<file path="src/rtl/core/cbeq_pkg.sv">
// Shared types and constants of the cascaded biquad equalizer.
// Holds field widths, fixed-point formats, register and slot codes, and the
// controller-to-datapath command struct. Depends on nothing.
package cbeq_pkg;

    // Item field widths.
    localparam int SAMPLE_W     = 12;
    localparam int BAND_IDX_W   = 4;
    localparam int SLOT_W       = 3;
    localparam int COEF_IN_W    = 24;
    localparam int GAIN_W       = 16;
    localparam int BAND_CNT_W   = 4;

    // Widest band index the command struct carries (up to 32 bands).
    localparam int BAND_FIELD_W = 5;

    // Fixed-point formats.
    localparam int COEF_FRAC    = 20;
    localparam int STATE_FRAC   = 16;
    localparam int GAIN_FRAC    = 12;
    localparam int SAMPLE_ZERO  = 2048;
    localparam int SAMPLE_MAX   = 4095;

    // Operation codes of an input item.
    localparam logic OP_SAMPLE = 1'b0;
    localparam logic OP_COEF   = 1'b1;

    // Coefficient slots within one band.
    localparam int NUM_SLOTS = 5;
    localparam logic [SLOT_W-1:0] SLOT_B0 = 3'd0;
    localparam logic [SLOT_W-1:0] SLOT_B1 = 3'd1;
    localparam logic [SLOT_W-1:0] SLOT_B2 = 3'd2;
    localparam logic [SLOT_W-1:0] SLOT_A1 = 3'd3;
    localparam logic [SLOT_W-1:0] SLOT_A2 = 3'd4;

    // Configuration register indexes.
    localparam int PADDR_W = 4;
    localparam logic [1:0] REG_BAND_COUNT    = 2'd0;
    localparam logic [1:0] REG_FILTER_ENABLE = 2'd1;
    localparam logic [1:0] REG_OUT_GAIN      = 2'd2;

    typedef enum logic [1:0] {
        OPND_W1,
        OPND_W2,
        OPND_W0
    } t_opnd;

    typedef enum logic [2:0] {
        ACC_HOLD,
        ACC_Y_SUB,
        ACC_SUB,
        ACC_LOAD,
        ACC_ADD
    } t_acc_op;

    typedef struct packed {
        logic                    load_x;
        logic                    coef_wr;
        logic                    coef_rd;
        logic [BAND_FIELD_W-1:0] band;
        logic [SLOT_W-1:0]       slot;
        logic                    dly_rd;
        logic                    dly_wr;
        logic                    mul_en;
        t_opnd                   opnd;
        t_acc_op                 acc_op;
        logic                    w0_save;
        logic                    y_sat;
        logic                    gain_mul;
        logic                    out_load;
    } t_dp_cmd;

endpackage

</file>
<file path="src/rtl/core/cbeq_ctrl.sv">
// Sequencer of the equalizer: steps the shared MAC through the sections.
// Depends on cbeq_pkg for the command struct and codes.
module cbeq_ctrl #(
    parameter int MAX_BANDS = 10
) (
    input  logic                                i_clk,
    input  logic                                i_rst_n,
    input  logic                                i_item_valid,
    input  logic                                i_item_op,
    output logic                                o_item_ready,
    output logic                                o_out_valid,
    input  logic                                i_out_ready,
    input  logic [cbeq_pkg::BAND_CNT_W-1:0]     i_band_count,
    input  logic                                i_filter_enable,
    output cbeq_pkg::t_dp_cmd                   o_cmd
);
    import cbeq_pkg::*;

    localparam int CNT_NEED = $clog2(MAX_BANDS + 1);
    localparam int CW = (CNT_NEED > BAND_CNT_W) ? CNT_NEED : BAND_CNT_W;
    localparam int LAST_PHASE = 5;

    typedef enum logic [2:0] {
        S_IDLE,
        S_BAND,
        S_TAIL,
        S_GAIN,
        S_OUT
    } t_state;

    t_state        r_state;
    logic [2:0]    r_phase;
    logic [CW-1:0] r_band;
    logic          r_out_valid;

    logic [CW-1:0] band_lim;
    logic          accept;
    logic          out_free;
    logic          last_band;
    logic          has_prev;

    assign band_lim  = (CW'(i_band_count) > CW'(MAX_BANDS)) ? CW'(MAX_BANDS)
                                                            : CW'(i_band_count);
    assign accept    = (r_state == S_IDLE) && i_item_valid;
    assign out_free  = !r_out_valid || i_out_ready;
    assign last_band = (r_band + CW'(1)) == band_lim;
    assign has_prev  = r_band != '0;

    assign o_item_ready = (r_state == S_IDLE);
    assign o_out_valid  = r_out_valid;

    always_comb begin
        o_cmd          = '0;
        o_cmd.opnd     = OPND_W1;
        o_cmd.acc_op   = ACC_HOLD;
        o_cmd.band     = BAND_FIELD_W'(r_band);
        case (r_state)
            S_IDLE: begin
                o_cmd.coef_wr = accept && (i_item_op == OP_COEF);
                o_cmd.load_x  = accept && (i_item_op == OP_SAMPLE);
            end
            S_BAND: begin
                case (r_phase)
                    3'd0: begin
                        o_cmd.dly_rd  = 1'b1;
                        o_cmd.coef_rd = 1'b1;
                        o_cmd.slot    = SLOT_A1;
                        // Last feed-forward term of the previous section.
                        o_cmd.acc_op  = has_prev ? ACC_ADD : ACC_HOLD;
                    end
                    3'd1: begin
                        o_cmd.coef_rd = 1'b1;
                        o_cmd.slot    = SLOT_A2;
                        o_cmd.mul_en  = 1'b1;
                        o_cmd.opnd    = OPND_W1;
                        o_cmd.y_sat   = has_prev;
                    end
                    3'd2: begin
                        o_cmd.coef_rd = 1'b1;
                        o_cmd.slot    = SLOT_B1;
                        o_cmd.mul_en  = 1'b1;
                        o_cmd.opnd    = OPND_W2;
                        o_cmd.acc_op  = ACC_Y_SUB;
                    end
                    3'd3: begin
                        o_cmd.coef_rd = 1'b1;
                        o_cmd.slot    = SLOT_B2;
                        o_cmd.mul_en  = 1'b1;
                        o_cmd.opnd    = OPND_W1;
                        o_cmd.acc_op  = ACC_SUB;
                    end
                    3'd4: begin
                        o_cmd.coef_rd = 1'b1;
                        o_cmd.slot    = SLOT_B0;
                        o_cmd.mul_en  = 1'b1;
                        o_cmd.opnd    = OPND_W2;
                        o_cmd.acc_op  = ACC_LOAD;
                        o_cmd.w0_save = 1'b1;
                    end
                    default: begin
                        o_cmd.mul_en  = 1'b1;
                        o_cmd.opnd    = OPND_W0;
                        o_cmd.acc_op  = ACC_ADD;
                        o_cmd.dly_wr  = 1'b1;
                    end
                endcase
            end
            S_TAIL: begin
                if (r_phase == 3'd0) begin
                    o_cmd.acc_op = ACC_ADD;
                end else begin
                    o_cmd.y_sat = 1'b1;
                end
            end
            S_GAIN: begin
                o_cmd.gain_mul = 1'b1;
            end
            S_OUT: begin
                o_cmd.out_load = out_free;
            end
            default: begin
                o_cmd.acc_op = ACC_HOLD;
            end
        endcase
    end

    always_ff @(posedge i_clk) begin
        if (!i_rst_n) begin
            r_state     <= S_IDLE;
            r_phase     <= '0;
            r_band      <= '0;
            r_out_valid <= 1'b0;
        end else begin
            // A new result takes the output register as the old one leaves.
            if ((r_state == S_OUT) && out_free) begin
                r_out_valid <= 1'b1;
            end else if (i_out_ready) begin
                r_out_valid <= 1'b0;
            end
            case (r_state)
                S_IDLE: begin
                    r_phase <= '0;
                    r_band  <= '0;
                    if (accept && (i_item_op == OP_SAMPLE)) begin
                        if (i_filter_enable && (band_lim != '0)) begin
                            r_state <= S_BAND;
                        end else begin
                            r_state <= S_GAIN;
                        end
                    end
                end
                S_BAND: begin
                    if (r_phase == 3'(LAST_PHASE)) begin
                        r_phase <= '0;
                        if (last_band) begin
                            r_state <= S_TAIL;
                        end else begin
                            r_band <= r_band + CW'(1);
                        end
                    end else begin
                        r_phase <= r_phase + 3'd1;
                    end
                end
                S_TAIL: begin
                    if (r_phase == 3'd0) begin
                        r_phase <= 3'd1;
                    end else begin
                        r_phase <= '0;
                        r_state <= S_GAIN;
                    end
                end
                S_GAIN: begin
                    r_state <= S_OUT;
                end
                S_OUT: begin
                    if (out_free) begin
                        r_state <= S_IDLE;
                    end
                end
                default: begin
                    r_state <= S_IDLE;
                end
            endcase
        end
    end

endmodule

</file>
<file path="config.mk">
export PLATFORM = sky130hd
export DESIGN_NAME = cbeq_ctrl
export DESIGN_NICKNAME = d
export VERILOG_FILES = /design/src/rtl/core/cbeq_pkg.sv /design/src/rtl/core/cbeq_ctrl.sv
export SDC_FILE = /design/constraint.sdc
export NUM_CORES = 1
export LEC_CHECK = 0
export ABC_AREA = 1
export BUFFER_PORTS_ARGS = -buffer_cell sky130_fd_sc_hd__buf_2
export CAP_MARGIN = 30
export CORE_MARGIN = 3
export CORE_UTILIZATION = 38
export DETAILED_ROUTE_END_ITERATION = 10
export GPL_TIMING_DRIVEN = 0
export PLACE_DENSITY = 0.62
export SYNTH_ARGS = -nofsm -noshare
export SYNTH_HDL_FRONTEND = slang
export SYNTH_SLANG_ARGS = --single-unit
</file>
<file path="constraint.sdc">
create_clock -name i_clk -period 2.2 [get_ports i_clk]
set_clock_uncertainty 0.05 [all_clocks]
set_input_delay 0.33 -clock i_clk [delete_from_list [all_inputs] [get_ports i_clk]]
set_output_delay 0.33 -clock i_clk [all_outputs]
set_load 0.01 [all_outputs]
</file>
-- Word level (Yosys, flattened, before mapping)
Cells that the tools add are included.
Widths: inputs -> output; s select.
- bits in registers: 11
- output and inout port bits: 25
- word-level logic and storage cells: 78
- add/subtract/negate cells: 2
- order comparisons: 1
- equal/unequal tests: 16
- muxes and demuxes: 35
- bitwise logic cells: 1
- reductions and logical operators: 19
- operators by type and width (cell ; number):
    $pmux 3 s5 ; 2
    $mux 3 ; 8
    $pmux 3 s3 ; 2
    $mux 1 ; 13
    $eq 3x2->1 const B ; 4
    $mux 4 ; 3
    $pmux 3 s4 ; 1
    $ne 2x2->1 const B ; 5
    $eq 3x3->1 const B ; 3
    $mux 8 ; 1
    $pmux 4 s2 ; 1
    $reduce_bool 4->1 ; 2
    $eq 3x1->1 const B ; 2
    $logic_not 3->1 ; 2
    $pmux 3 s2 ; 1
    $logic_and 1x1->1 ; 5
    $reduce_and 5->1 ; 1
    $reduce_or 5->1 ; 1
    $add 4x1->4 const B ; 1
    $eq 4x4->1 ; 1
    $gt 4x4->1 const B ; 1
    $mux 2 ; 2
    $reduce_bool 2->1 ; 2
    $reduce_or 2->1 ; 2
    other kinds (8) ; 8

-- Logic depth before layout (Yosys ltp)
Gate-level depths: netlist of run 1.
- word-level depth: 7
- mapped depth: 12

-- Worst setup path before layout of run 1
No wires, ideal clock.
- path kind: register to register
- start point: register r_band[0]
- end point: register r_band[0]
- arrival time: 1.536 ns
- slack: 0.500 ns
- stages on the path, launching flop included: 11
- path buffers: 0
- clock period less this slack: 1.700 ns
- cells stage by stage: dfxtp_1 inv_1 ha_1 nand2_1 nand3_1 nor2_1 nand3_1 nand3_1 nand2_1 nand2_1 nor2_1
- word-level cells in the longest chain between the ends: 4
- elaborated cells on any way between the ends: 7
- ends and longest elaborated chain (item ; line ; source):
    start, declared ; cbeq_ctrl.sv:33 ; logic [CW-1:0] r_band;
    start signal, assigned ; cbeq_ctrl.sv:158 ; r_band <= r_band + CW'(1);
    $add 4x1->4 (*) ; cbeq_ctrl.sv:46, cbeq_ctrl.sv:158 ;
    $eq 4x4->1 or $mux 4 (tied branches) ; cbeq_ctrl.sv:46, cbeq_ctrl.sv:155 ;
    $ne 2x2->1 (no line) or $mux 4 (tied branches) ; -- ;
    $reduce_and 3->1 (no line) or $pmux 4 s2 (tied branches) ; -- ;
Mark *: on every way between the ends. The rest lies on a longest branch, timed or not. The select of a mux whose other input is x is not followed.
A chain may end at the register's enable or synchronous reset.

==> reports/qor.yml, run 1 <==
gr-total-overflow: 0
core-area_um2: 2280
cts_tree: "built"
first_iter_violations: 36
critical_path_class: "reg2out"
slowest_delay_ns: 0.37
cts.clk_slew.worst_paths_ns: 0.08
fmax_mhz: 491
syn_area_um2: 930
hold_depth: 3
crit_top_cell: "buf_2"
drt_drc_violations_left: 0
clk_path_buf_depth: 2
fin_total_pwr_mw: 1.45
leakage_nw: 0.664
yosysTopAreaCell: "dfxtp_1"
rr_worst_depth: 10
p_per_area_nw_per_um2: 1220
placedCellCount: 222
start_kind: "flop"
r2r_start: "r_band[0]$_SDFFE_PN0P_"
cts-resized-gates: 0
antenna_found_initial: 0
grt_pass1_vias: 1015
crit_arrival_ns: 1.65
area_growth_pct: 27.7
start_util_pct: 40.8
synthArstFlopShare_pct: 0
setup_slack_ns: 0.165
synth_top_area_share_pct: 23.7
synth_edf_count: 0
portBuffers: 33
min_from: "i_rst_n"
maxCapViolations: 0
cp_data_required_time_ns: 1.82
tns_ns: 0
grt_first_pass_wirelength_mm: 4.13
critPathSlowestCell: "dfxtp_1"
io_pins: 35
synth-seq-area-share_pct: 23.7
cp_max_fo: 10
die_h_um: 55.5
grt_max_degree: 11
cts_buffers: 3
antenna_cells: 0
fin_crit_sh_pct: 92.5
gp_congestion: 0.779
reg2reg_to: "r_band[0]$_SDFFE_PN0P_"
vias_per_cell: 4.78
clock_latency_ns: 0.27
yosys-top-cells-area: "dfxtp_1, nand2_1, nor2_1"
wire_per_inst_um: 10.5
synthMostInstantiatedCell: "nand2_1"
final_nets: 216
ys_seq_elements: 11
crit_path_end_kind: "output port"
totalWireLength_mm: 2.42
stdcell_count: 230
whs_ns: 0.284
root_buffer: "clkbuf_4"
avgSynthCellArea_um2: 5.77
track_usage_pct: 16.0
first_pass_iters: 4
hold_end: "r_band[1]$_SDFFE_PN0P_"
report.final.slew_viol_count: 0
dr_total_vias: 1100
ir_worst_vdd_uv: 654
yosysUniqueCellTypes: 25
rsz0062_at_grt: "no"
setup_viol: 0
r2r_slack_ns: 0.33
h-tree-depth: 1
core.rowCount: 17
cp_cell_sequence: "inv_1 -> nor3_4 -> inv_2 -> buf_2 -> nor3_1 -> buf_2"
hold_path_class: "in2reg"
status: "finished, final reports clean"
fillers: 243
synth_cells: 161
synth_warnings: 0
drive_gt1_share_pct: 26.7
syn-num-nets: 174
ys_top_cells_by_count: "nand2_1, nor2_1, inv_1"
synthFlopType: "dfxtp_1"
clkSinkCount: 11
dieArea_um2: 3080
dp_worst_setup_slack_ns: 0.333
fp.dieW_um: 55.5
place_hpwl_mm: 1.99
period_needed_ns: 2.03
hold_viol_final: 0
ant_nets: 0
==> state kept, by name (all words and copies together) (netlist names) <==
register and flops:
o_out_valid 1, r_band 4, r_phase 3, r_state 3
==> report_power, final <==
| part | internal, mW | leakage, nW | switching (mW) | total [mW] |
|---|---|---|---|---|
| registers | 0.259 | 0.0897 | 0.0790 | 0.338 |
| logic | 0.377 | 0.557 | 0.593 | 0.970 |
| clock network | 0.0673 | 0.0177 | 0.0734 | 0.141 |
| total | 0.703 | 0.664 | 0.745 | 1.45 |
==> layout make-up <==
type / instances / area, um^2 / share of cell area [%]
Sequential cell: 11 / 220 / 18.5
Clock buffer: 3 / 22.5 / 1.90
Buffer: 2 / 12.5 / 1.05
Clock inverter: 1 / 5.00 / 0.421
Multi-Input combinational cell: 120 / 592 / 49.8
Tap cell: 28 / 35.0 / 2.95
Timing Repair Buffer: 37 / 195 / 16.4
Inverter: 28 / 105 / 8.85
==> worst max path at each step <==
stage,startpoint,endpoint,slack [ns],cells after the start
finish,r_state[0]$_SDFFE_PN0P_,o_cmd[8],0.17,6
floorplan,r_band[0]$_SDFFE_PN0P_,r_band[0]$_SDFFE_PN0P_,0.50,10
detailed placement,r_band[0]$_SDFFE_PN0P_,r_band[0]$_SDFFE_PN0P_,0.33,10
global route,r_state[0]$_SDFFE_PN0P_,o_cmd[8],0.02,6
CTS,r_state[2]$_SDFFE_PN0P_,o_cmd[8],0.07,5
global placement,r_band[0]$_SDFFE_PN0P_,r_band[0]$_SDFFE_PN0P_,0.35,10
==> per-layer routing <==
| metal | GRT usage [%] | vias up | wire [um] |
|---|---|---|---|
| li1 | - | 595 | - |
| met1 | 18.6 | 479 | 1060 |
| met2 | 29.2 | 26 | 1230 |
| met3 | 5.37 | 0 | 132 |
| met4 | 1.04 | 0 | 0 |
| met5 | 0 | - | 0 |
==> worst max-delay path, delay by kind of cell, from the launching register on <==
kind,cells,cell delay [ns]
DFF,1,0.37
buffers and inverters,4,0.56
and+or+nand+nor,2,0.46
==> kinds of logic after synthesis <==
| kind of cell | Yosys count | share of synthesized area [%] |
|---|---|---|
| flops | 11 | 23.7 |
| compound gates | 22 | 14.3 |
| other cells | 1 | 0.403 |
| simple gates | 94 | 45.0 |
| buf+inv | 30 | 12.7 |
| fa+ha+maj | 3 | 4.04 |
==> cell usage in the layout (no fill, tap or decap), types with 2 or more instances in the layout <==
cell type / n
nor2_1: 29
o21ai_0: 5
clkbuf_4: 3
nand4_1: 4
inv_2: 3
nor3_1: 5
nand3_1: 10
buf_2: 34
ha_1: 3
buf_4: 5
nand2_1: 40
dfxtp_1: 11
a211oi_1: 2
nand2_2: 2
a21oi_1: 9
o21ai_2: 2
inv_1: 25
==> through the flow <==
step,area [um^2],utilization (%)
after global placement,1130,49.6
after detailed placement,1130,49.6
final,1190,52.2
after CTS,1160,50.9
after global routing,1190,52.2
after floorplan,930,-
==> what timing repair did <==
action,in CTS,in global routing
hold buffers,0,0
endpoints found under the setup margin,0,5
setup buffers,0,4
No activity file was read; power rests on OpenSTA's default activity.
==> inputs of run 2 (changes only) <==
- ABC_AREA: 1 -> 0
==> run 2 against run 1 <==
Clock-buffer cell count is 1 higher. Combinational power decreased by 41%. Largest cell class unchanged. Critical endpoint is now o_cmd[11]. Final cell count decreased by 13%. Worst setup slack got worse by 0.039 ns.
==> reports/qor.yml, run 2 <==
status: "finished, final reports clean"
clk_path_buf_depth: 2  # unchanged
root_buffer: "clkbuf_4"
placedCellCount: 196  # -12%
syn_area_um2: 955  # +2.7%
setup_viol: 0  # unchanged
cts_hold_buf: 0  # unchanged
report.final.slew_viol_count: 0  # unchanged
fin_crit_sh_pct: 94.3  # +1.8 points
clkSinkCount: 11  # unchanged
die_h_um: 56.1  # +1.2%
place_hpwl_mm: 1.95  # -2.3%
synthFlopType: "dfxtp_1"
grt_first_pass_wirelength_mm: 4.31  # +4.5%
period_needed_ns: 2.07  # +0.0387 ns
synth_warnings: 0  # unchanged
synthArstFlopShare_pct: 0  # unchanged
first_iter_violations: 49  # +36%
synth_edf_count: 0  # unchanged
cts_tree: "built"
crit_arrival_ns: 1.69  # +0.04 ns
drive_gt1_share_pct: 26.6  # -0.14 points
cp_cell_sequence: "clkbuf_1 -> nor3_1 -> and3_1 -> buf_2"
critical_path_class: "reg2out"
syn-num-nets: 149  # -14%
portBuffers: 32  # -3.0%
synth_cells: 136  # -16%
grt_pass1_vias: 936  # -7.8%
yosysUniqueCellTypes: 46  # +84%
ys_seq_elements: 11  # unchanged
h-tree-depth: 1  # unchanged
rsz0062_at_grt: "no"
tns_ns: 0  # unchanged
first_pass_iters: 4  # unchanged
wire_per_inst_um: 12.9  # +23%
p_per_area_nw_per_um2: 831  # -32%
track_usage_pct: 16.6  # +0.68 points
pwr-share-comb_pct: 58.3  # -8.7 points
gr-total-overflow: 0  # unchanged
dr_total_vias: 1102  # +0.18%
power.switching_uw: 471  # -37%
grt_max_degree: 11  # unchanged
area_growth_pct: 24.8
core.rowCount: 17  # unchanged
cts_buffers: 3  # unchanged
maxCapViolations: 0  # unchanged
dieArea_um2: 3150  # +2.4%
fmax_mhz: 482  # -1.9%
ant_nets: 0  # unchanged
vias_per_cell: 5.48  # +15%
start_util_pct: 41.6  # +0.71 points
clock_latency_ns: 0.26  # about the same
stdcell_count: 201  # -13%
hold_path_class: "in2reg"
worst_slew_pin_slew_ns: 0.554
reg_top3: "r_band x4, r_phase x3, r_state x3"
start_kind: "flop"
hold_viol_final: 0  # unchanged
p_sw_share_pct: 47.5  # -3.9 points
largest_reg_flops: 4  # unchanged
synth-seq-area-share_pct: 23.1  # -0.62 points
ys_top_cells_by_count: "nor2_1, dfxtp_1, a21oi_1"
antenna_found_initial: 0  # unchanged
cp_data_required_time_ns: 1.82  # about the same
maxSlewHeadroom_pct: 62.7
top_register: "r_band"
slowest_delay_ns: 0.53  # +0.16 ns
critPathSlowestCell: "nor3_1"
p_int_uw: 519  # -26%
final_nets: 187  # -13%
totalWireLength_mm: 2.59  # +7.1%
crit_path_end_kind: "output port"
cp_max_fo: 10  # unchanged
synthMostInstantiatedCell: "nor2_1"
drt_drc_violations_left: 0  # unchanged
clockPowerShare_pct: 14.2  # +4.5 points
cts.clk_slew.worst_paths_ns: 0.07  # about the same
yosys-top-cells-area: "dfxtp_1, nor2_1, a21oi_1"
gp_congestion: 0.790  # +1.4%
mostFrequentLayoutCell: "buf_2"
synth_top_area_share_pct: 23.1  # -0.62 points
yosysTopAreaCell: "dfxtp_1"
avgSynthCellArea_um2: 7.02  # +22%
layout_common_cells: "buf_2, nor2_1, dfxtp_1"
pwr-share-seq_pct: 27.6  # +4.3 points
io_pins: 35  # unchanged
core-area_um2: 2300  # +0.93%
fp.dieW_um: 56.1  # +1.2%
antenna_cells: 0  # unchanged
ir_worst_vdd_uv: 511  # -22%
leakage_nw: 0.563  # -15%
## run 2: cell count changes after synthesis, moves of 3 or more
cell	delta
o21ai_0	-4
nor2_1	-8
nand4_1	-4
xnor2_1	+5
clkbuf_1	+6
nand2_1	-32
inv_1	-19
o21a_1	+3
nand2b_1	+3
and3_1	+3
## run 2: kinds of logic after synthesis
family / count (synthesis) / share of synthesized area [%]
AND/OR/NAND/NOR: 68 / 37.6
AO/OA/AOI/OAI: 29 / 20.4
buffers and inverters: 16 / 7.08
flip-flops: 11 / 23.1
XOR/XNOR: 7 / 6.42
adder cells (fa/ha/maj): 3 / 3.93
other: 1 / 0.393
multiplexers: 1 / 1.05
## run 2: worst paths after layout
kind,depth (start not counted),slack [ns],startpoint,end
worst max-delay path,4,0.13,r_phase[1]$_SDFFE_PN0P_,o_cmd[11]
worst min-delay path,4,0.35,i_out_ready,o_out_valid$_SDFFE_PN0P_
worst min register to register,2,0.50,r_band[1]$_SDFFE_PN0P_,r_band[1]$_SDFFE_PN0P_
worst max register to register,8,0.14,r_band[0]$_SDFFE_PN0P_,r_state[1]$_SDFFE_PN0P_
## run 2: power by group through the flow
stage | clock network [mW] | logic (mW) | registers [mW]
6_report | 0.140 | 0.577 | 0.273
5_1_grt | 0.156 | 0.646 | 0.278
3_5_place_dp | 0 | 0.585 | 0.262
4_1_cts | 0.147 | 0.590 | 0.258
3_3_place_gp | 0 | 0.580 | 0.262
2_1_floorplan | 0 | 0.419 | 0.258
## run 2: per-layer routing
metal | wire length, um | GRT usage [%]
met1 | 1120 | 22.8
met4 | 12 | 4.07
met3 | 196 | 2.78
met5 | 0 | 0
met2 | 1270 | 26.9
## run 2: what timing repair did
item | in CTS | in global routing
pin swaps | 0 | 1
resized for setup | 1 | 5
hold endpoints to repair | 0 | 0
buffers inserted | 0 | 2
setup endpoints to repair | 2 | 10
## run 2: final cells by class
| class | count | area (um^2) |
|---|---|---|
| Buffer | 8 | 41.3 |
| Tap cell | 28 | 35.0 |
| Multi-Input combinational cell | 109 | 667 |
| Clock buffer | 4 | 26.3 |
| Inverter | 7 | 26.3 |
| Fill cell | 245 | 1110 |
| Timing Repair Buffer | 34 | 175 |
| Sequential cell | 11 | 220 |
## run 2: per-stage QoR
step	total power [mW]	hold slack [ns]	cell area, um^2	setup slack, ns	utilization, %
floorplan	0.677	0.485	955	0.170	-
global placement	0.842	0.462	1150	0.0726	50.1
detailed placement	0.847	0.482	1150	0.0387	50.1
CTS	0.995	0.338	1180	0.0279	51.3
global route	1.08	0.359	1190	0.00865	51.9
finish	0.990	0.348	1190	0.126	51.9
## run 2: critical path, delay by kind of cell (launching register included)
kind	cells	cell delay [ns]
DFF	1	0.32
and+or+nand+nor	2	0.77
buffers and inverters	2	0.34
